$ cat src/sv/trd_pkg.sv
// ============================================================================
// Triangle raster depth test: shared package
// Types, codes and fixed widths used by the rasteriser and its datapath units.
// ============================================================================
package trd_pkg;

    // Frame and store geometry
    localparam int MAX_WIDTH     = 256;
    localparam int MAX_HEIGHT    = 256;
    localparam int SUBPIXEL_BITS = 4;
    localparam int DEPTH_BITS    = 24;
    localparam int STORE_SIZE    = MAX_WIDTH * MAX_HEIGHT;
    localparam int ADDR_W        = 16;
    localparam int DIM_W         = 9;
    localparam int PIX_W         = 8;
    localparam int COLOR_W       = 32;
    localparam int COUNT_W       = 17;

    // Arithmetic widths
    localparam int COORD_W = 16;   // raw 12.4 coordinate
    localparam int DBL_W   = 17;   // doubled coordinate
    localparam int DIFF_W  = 19;   // coordinate difference
    localparam int MUL_W   = 25;   // shared multiplier operand
    localparam int PROD_W  = 50;   // shared multiplier product
    localparam int ACC_W   = 61;   // accumulator
    localparam int EDGE_W  = 37;   // signed edge value
    localparam int AREA_W  = 36;   // positive area and weights
    localparam int CHUNK_W = 18;   // half of a weight
    localparam int NUM_W   = 60;   // depth numerator

    // Item kinds
    typedef enum logic [1:0] {
        KIND_CLEAR = 2'd0,
        KIND_DRAW  = 2'd1,
        KIND_READ  = 2'd2,
        KIND_NONE  = 2'd3
    } kind_t;

    // Configuration register indexes
    localparam logic [1:0] REG_FRAME_WIDTH  = 2'd0;
    localparam logic [1:0] REG_FRAME_HEIGHT = 2'd1;

    typedef struct packed {
        kind_t                      kind;
        logic signed [COORD_W-1:0]  x0;
        logic signed [COORD_W-1:0]  y0;
        logic [DEPTH_BITS-1:0]      z0;
        logic signed [COORD_W-1:0]  x1;
        logic signed [COORD_W-1:0]  y1;
        logic [DEPTH_BITS-1:0]      z1;
        logic signed [COORD_W-1:0]  x2;
        logic signed [COORD_W-1:0]  y2;
        logic [DEPTH_BITS-1:0]      z2;
        logic [COLOR_W-1:0]         fill_color;
        logic [ADDR_W-1:0]          pixel_index;
    } item_t;

    typedef struct packed {
        logic [COLOR_W-1:0]     read_color;
        logic [DEPTH_BITS-1:0]  read_depth;
        logic [COUNT_W-1:0]     pixels_written;
        logic                   culled;
    } result_t;

    // Shared multiply-accumulate unit control
    typedef enum logic [1:0] {
        MAC_NOP  = 2'd0,
        MAC_LOAD = 2'd1,
        MAC_ADD  = 2'd2,
        MAC_SUB  = 2'd3
    } mac_op_t;

    typedef struct packed {
        mac_op_t op;
        logic    shift_hi;
    } mac_ctrl_t;

    // Sequencer states
    typedef enum logic [3:0] {
        ST_INIT,
        ST_IDLE,
        ST_CLEAR,
        ST_READ,
        ST_AREA,
        ST_AREA_CHK,
        ST_EDGE,
        ST_COVER,
        ST_WSUM,
        ST_DIV,
        ST_MEM_RD,
        ST_MEM_CMP
    } state_t;

endpackage

$ cat src/sv/trd_div.sv
// ============================================================================
// Depth divider
// Restoring divider, one quotient bit per cycle, for a quotient of depth width.
// ============================================================================
module trd_div (
    input  logic                              clk,
    input  logic                              rst_n,
    input  logic                              start,
    input  logic [trd_pkg::NUM_W-1:0]         num,
    input  logic [trd_pkg::AREA_W-1:0]        den,
    output logic                              done,
    output logic [trd_pkg::DEPTH_BITS-1:0]    quo
);
    import trd_pkg::*;

    localparam int CNT_W = $clog2(DEPTH_BITS);

    logic [AREA_W-1:0]     rem_reg, rem_next;
    logic [DEPTH_BITS-1:0] quo_reg, quo_next;
    logic [CNT_W-1:0]      cnt_reg, cnt_next;
    logic                  run_reg, run_next;
    logic                  done_reg, done_next;
    logic [AREA_W:0]       trial;
    logic [AREA_W:0]       diff;

    // One shift-compare-subtract step per cycle
    always_comb
    begin
        trial     = {rem_reg, quo_reg[DEPTH_BITS-1]};
        diff      = trial - {1'b0, den};
        rem_next  = rem_reg;
        quo_next  = quo_reg;
        cnt_next  = cnt_reg;
        run_next  = run_reg;
        done_next = 1'b0;
        if (start)
        begin
            rem_next = num[NUM_W-1:DEPTH_BITS];
            quo_next = num[DEPTH_BITS-1:0];
            cnt_next = '0;
            run_next = 1'b1;
        end
        else if (run_reg)
        begin
            if (!diff[AREA_W])
            begin
                rem_next = diff[AREA_W-1:0];
                quo_next = {quo_reg[DEPTH_BITS-2:0], 1'b1};
            end
            else
            begin
                rem_next = trial[AREA_W-1:0];
                quo_next = {quo_reg[DEPTH_BITS-2:0], 1'b0};
            end
            cnt_next = cnt_reg + 1'b1;
            if (cnt_reg == CNT_W'(DEPTH_BITS - 1))
            begin
                run_next  = 1'b0;
                done_next = 1'b1;
            end
        end
    end

    always_ff @(posedge clk or negedge rst_n)
    begin
        if (!rst_n)
        begin
            run_reg  <= 1'b0;
            done_reg <= 1'b0;
            cnt_reg  <= '0;
        end
        else
        begin
            run_reg  <= run_next;
            done_reg <= done_next;
            cnt_reg  <= cnt_next;
        end
    end

    always_ff @(posedge clk)
    begin
        rem_reg <= rem_next;
        quo_reg <= quo_next;
    end

    assign done = done_reg;
    assign quo  = quo_reg;

endmodule

$ cat config.mk
export PLATFORM = sky130hd
export DESIGN_NAME = trd_div
export DESIGN_NICKNAME = d
export VERILOG_FILES = /design/src/sv/trd_pkg.sv /design/src/sv/trd_div.sv
export SDC_FILE = /design/constraint.sdc
export NUM_CORES = 1
export LEC_CHECK = 0
export BUFFER_PORTS_ARGS = -buffer_cell sky130_fd_sc_hd__buf_4
export CORE_ASPECT_RATIO = 0.8
export CORE_UTILIZATION = 45
export CTS_CLUSTER_SIZE = 24
export DETAILED_ROUTE_END_ITERATION = 8
export PLACE_DENSITY_LB_ADDON = 0.05
export SLEW_MARGIN = 30
export SYNTH_ARGS = -nofsm -noshare
export SYNTH_HDL_FRONTEND = slang
export SYNTH_SLANG_ARGS = --single-unit
export TNS_END_PERCENT = 50
$ cat constraint.sdc
create_clock -name clk -period 4.25 [get_ports clk]
set_input_delay 0 -clock clk [delete_from_list [all_inputs] [get_ports clk]]
set_output_delay 0 -clock clk [all_outputs]
set_load 0.03 [all_outputs]
==> impl_results.md <==
- DRT iter0 DRCs: 278
- Total Die Area: roughly 12000 sq um
- DP Cell Count: 810
- Post-synthesis register bit count: between 60 and 70
- CP Data Required Time: about 4300 ps
- DRC Markers: 0
- CTS tree: done
- Mapped Area: 5380 sq um
- DP HPWL: 9660 um
- Area delta synth->final: 35.4%
- Hold Crit Start: num[59]
- Final non-filler cell total: slightly below 900
- Worst-margin pin slew: 776 ps
- Post-Syn Nets: 703
- Layout cell share with drive strength beyond 1: 24.7%
- Post-synth EDFFs: 60
- Sequential fraction of the synthesis area: a little under two fifths
- Crit-path leading delay family: compound AO/OA/AOI/OAI gates
- CTS Buffer Depth: 2
- Reg clk slew, reported paths: around 70 ps
- Hold WC Path Type: in2reg
- Power Total: 4670 uW
- # clock sinks: between 60 and 70
- Power per cell area: approximately 640 nW/um^2
- Via density: around 5.4
- Synth Instances: roughly 570
- Max rail drop VDD: roughly 350 uV
- Placer Congestion: approximately 0.85
- Slowest Stage Delay on Critical Path: 640 ps
- Drt first pass iters: 5
- Setup Skew: 8.83 ps
- Critical Path Start Type: flop
- Worst path cell trace: ha_1, a211oi_2, o21bai_1, a31oi_1, o2111ai_1, o2111ai_2, a31oi_4, xnor2_4, buf_4, a41o_1, a21oi_1
- Synth Flop Type: edfxtp_1
- Reg2reg start: rem_reg[20]
- Critical path data arrival time: approximately 3600 ps
- Via count: between 4k and 5k
- RR Endpoint: rem_reg[34]
- Largest register FFs: 36
- PortBufs: approximately 120
- First-pass GRT wire length: 22400 um
- Core area: 11600 sq um
- RSZ-0062 raised after global routing: no
- Worst slack, placed: slightly above 800 ps
- Fillers: between 1k and 1.5k
- Die height: about 100 um
- Core Rows: 35
- Setup violators final: 0
- WP buf/inv: 1
- Largest net degree at the start of global routing: 76
- F_max: roughly 0.28 GHz
- Final wirelength: roughly 14000 um
- Final hold violations: 0
- Post-Syn Area per Cell: 9.50 sq um
- Reg2reg setup slack: between 700 and 800 ps
- GRT overflow: 0
- WHS Path Cells: 3
- Max-cap violations: 0
- Critical path peak fanout: 20
- Critical path's slowest cell: xnor2_4
- Worst Slack Setup Final: between 700 and 800 ps
- H-tree Lvls: 3
- Slew Limit Fails: 0
- Number of buffers created by CTS: 9
- Crit path time final: between 3000 and 4000 ps
- Clock Root Buffer: clkbuf_16
- Chip Width: between 100 and 150 um
- P_leak: 0.00320 uW
- Post-Route Setup TNS: 0 ps
- Post-CTS setup buffer count: 0
- Total track usage: between 20% and 30%
- CP endpoint kind: flop
- Slew HR: between 40% and 50%
- NumNets Final: 870
- Io pins: roughly 120
- Number of global-route vias before repair: between 4k and 5k
- Initial antenna violation count: 0
- Initial Utilization: approximately 47%
- Later-pin clock latency in the skew report: 340 ps
- Kind of critical path: reg2reg
- N_diodes: 0
- Yosys Warn Count: 0
- Multi-input gate area: 3070 sq um
- Synth async-reset ratio: approximately a tenth
- Sequential cell area: 1980 sq um
- Synth cell types: 62
- Fin crit share: between 80 and 90%
- Worst reg-to-reg path cell count: 11
- Status: completed
- Worst Hold End: rem_reg[35]
- DRT antenna net count: 0
- Wire length per cell: 15.6 um
==> timing repair <==
action	in CTS	in global routing
hold buffers	60	0
endpoints found under the hold margin	65	0
resized for setup	0	0
==> placed cells by master (no fill, tap or decap), drive strengths merged, types with 16 or more instances in the layout <==
cell and count:
dlygate4sd3 60, ha 37, nand2 62, a21oi 37
xnor2 16, edfxtp 60, xor2 19, nor2 26
o311ai 28, buf 130, inv 46, mux2 23
o21ai 27, nand3b 31
==> synthesized netlist by cell type (all sizes together) (7+ instances only) <==
cell    number  area, sq um
nand2       62          233
edfxtp      60         1800
inv         44          165
a21oi       37          185
ha          37          463
nand3b      31          233
o311ai      28          253
o21ai       27          135
nor2        26         97.6
mux2        23          259
xor2        19          166
buf         17          108
clkbuf      17         65.1
xnor2       16          159
a21o         9         67.6
nand2b       9         56.3
nand4        9         62.6
nor2b        9         56.3
nor3         8         40.0
dfrtp        7          175
o21bai       7         52.6
==> worst min-delay path: cells and delay by family <==
family,cells,cell delay [ps]
compound gates,2,150
buf+inv,1,90
==> cell type report <==
| type | count | share of cell area, % |
|---|---|---|
| timing repair buffer | 190 | 21.8 |
| clock inverter | 7 | 1.01 |
| sequential | 67 | 27.2 |
| inverter | 44 | 2.27 |
| clock buffer | 9 | 3.09 |
| tap | 148 | 2.54 |
| multi-input combinational | 421 | 42.1 |
==> layer usage <==
layer	GRT usage [%]	wire [um]	up-vias
met5	0	0	-
met4	5.38	140	0
met3	4.37	535	13
met2	35.2	6280	113
met1	31.3	6890	2242
li1	-	-	2422
==> worst max-delay path by stage <==
stage | depth (start not counted) | slack (ps) | to | from
CTS | 11 | 720 | rem_reg[34] | rem_reg[20]
detailed placement | 11 | 810 | rem_reg[34] | rem_reg[20]
finish | 11 | 730 | rem_reg[34] | rem_reg[20]
global route | 12 | 480 | rem_reg[30] | quo[23]
global placement | 11 | 900 | rem_reg[34] | rem_reg[20]
floorplan | 13 | 1140 | rem_reg[29] | quo[23]
==> report_power, final <==
part / switching [uW] / internal, uW
Clock: 315 / 458
Combinational: 1560 / 1180
Sequential: 136 / 1020
==> cells by family (layout without fill, tap and decap cells) <==
logic type               after synthesis  after routing  share of synthesized area [%]
buffers and inverters                 78            250                           6.28
AO/OA/AOI/OAI                        146            146                           19.1
adder cells (fa/ha/maj)               38             38                           8.98
XOR/XNOR                              35             35                           6.05
multiplexers                          27             27                           5.56
flip-flops                            67             67                           36.8
AND/OR/NAND/NOR                      175            175                           17.2
==> metrics by stage <==
| stage | instance area [sq um] | hold WS, ps | util (%) |
|---|---|---|---|
| after floorplan | 5380 | -296 | - |
| after global placement | 6380 | -185 | 55.2 |
| after detailed placement | 6380 | -185 | 55.2 |
| after CTS | 7280 | 0.859 | 63.0 |
| after global routing | 7280 | 7.34 | 63.0 |
| final | 7280 | 14.2 | 63.0 |
No activity file was read; power rests on OpenSTA's default activity.
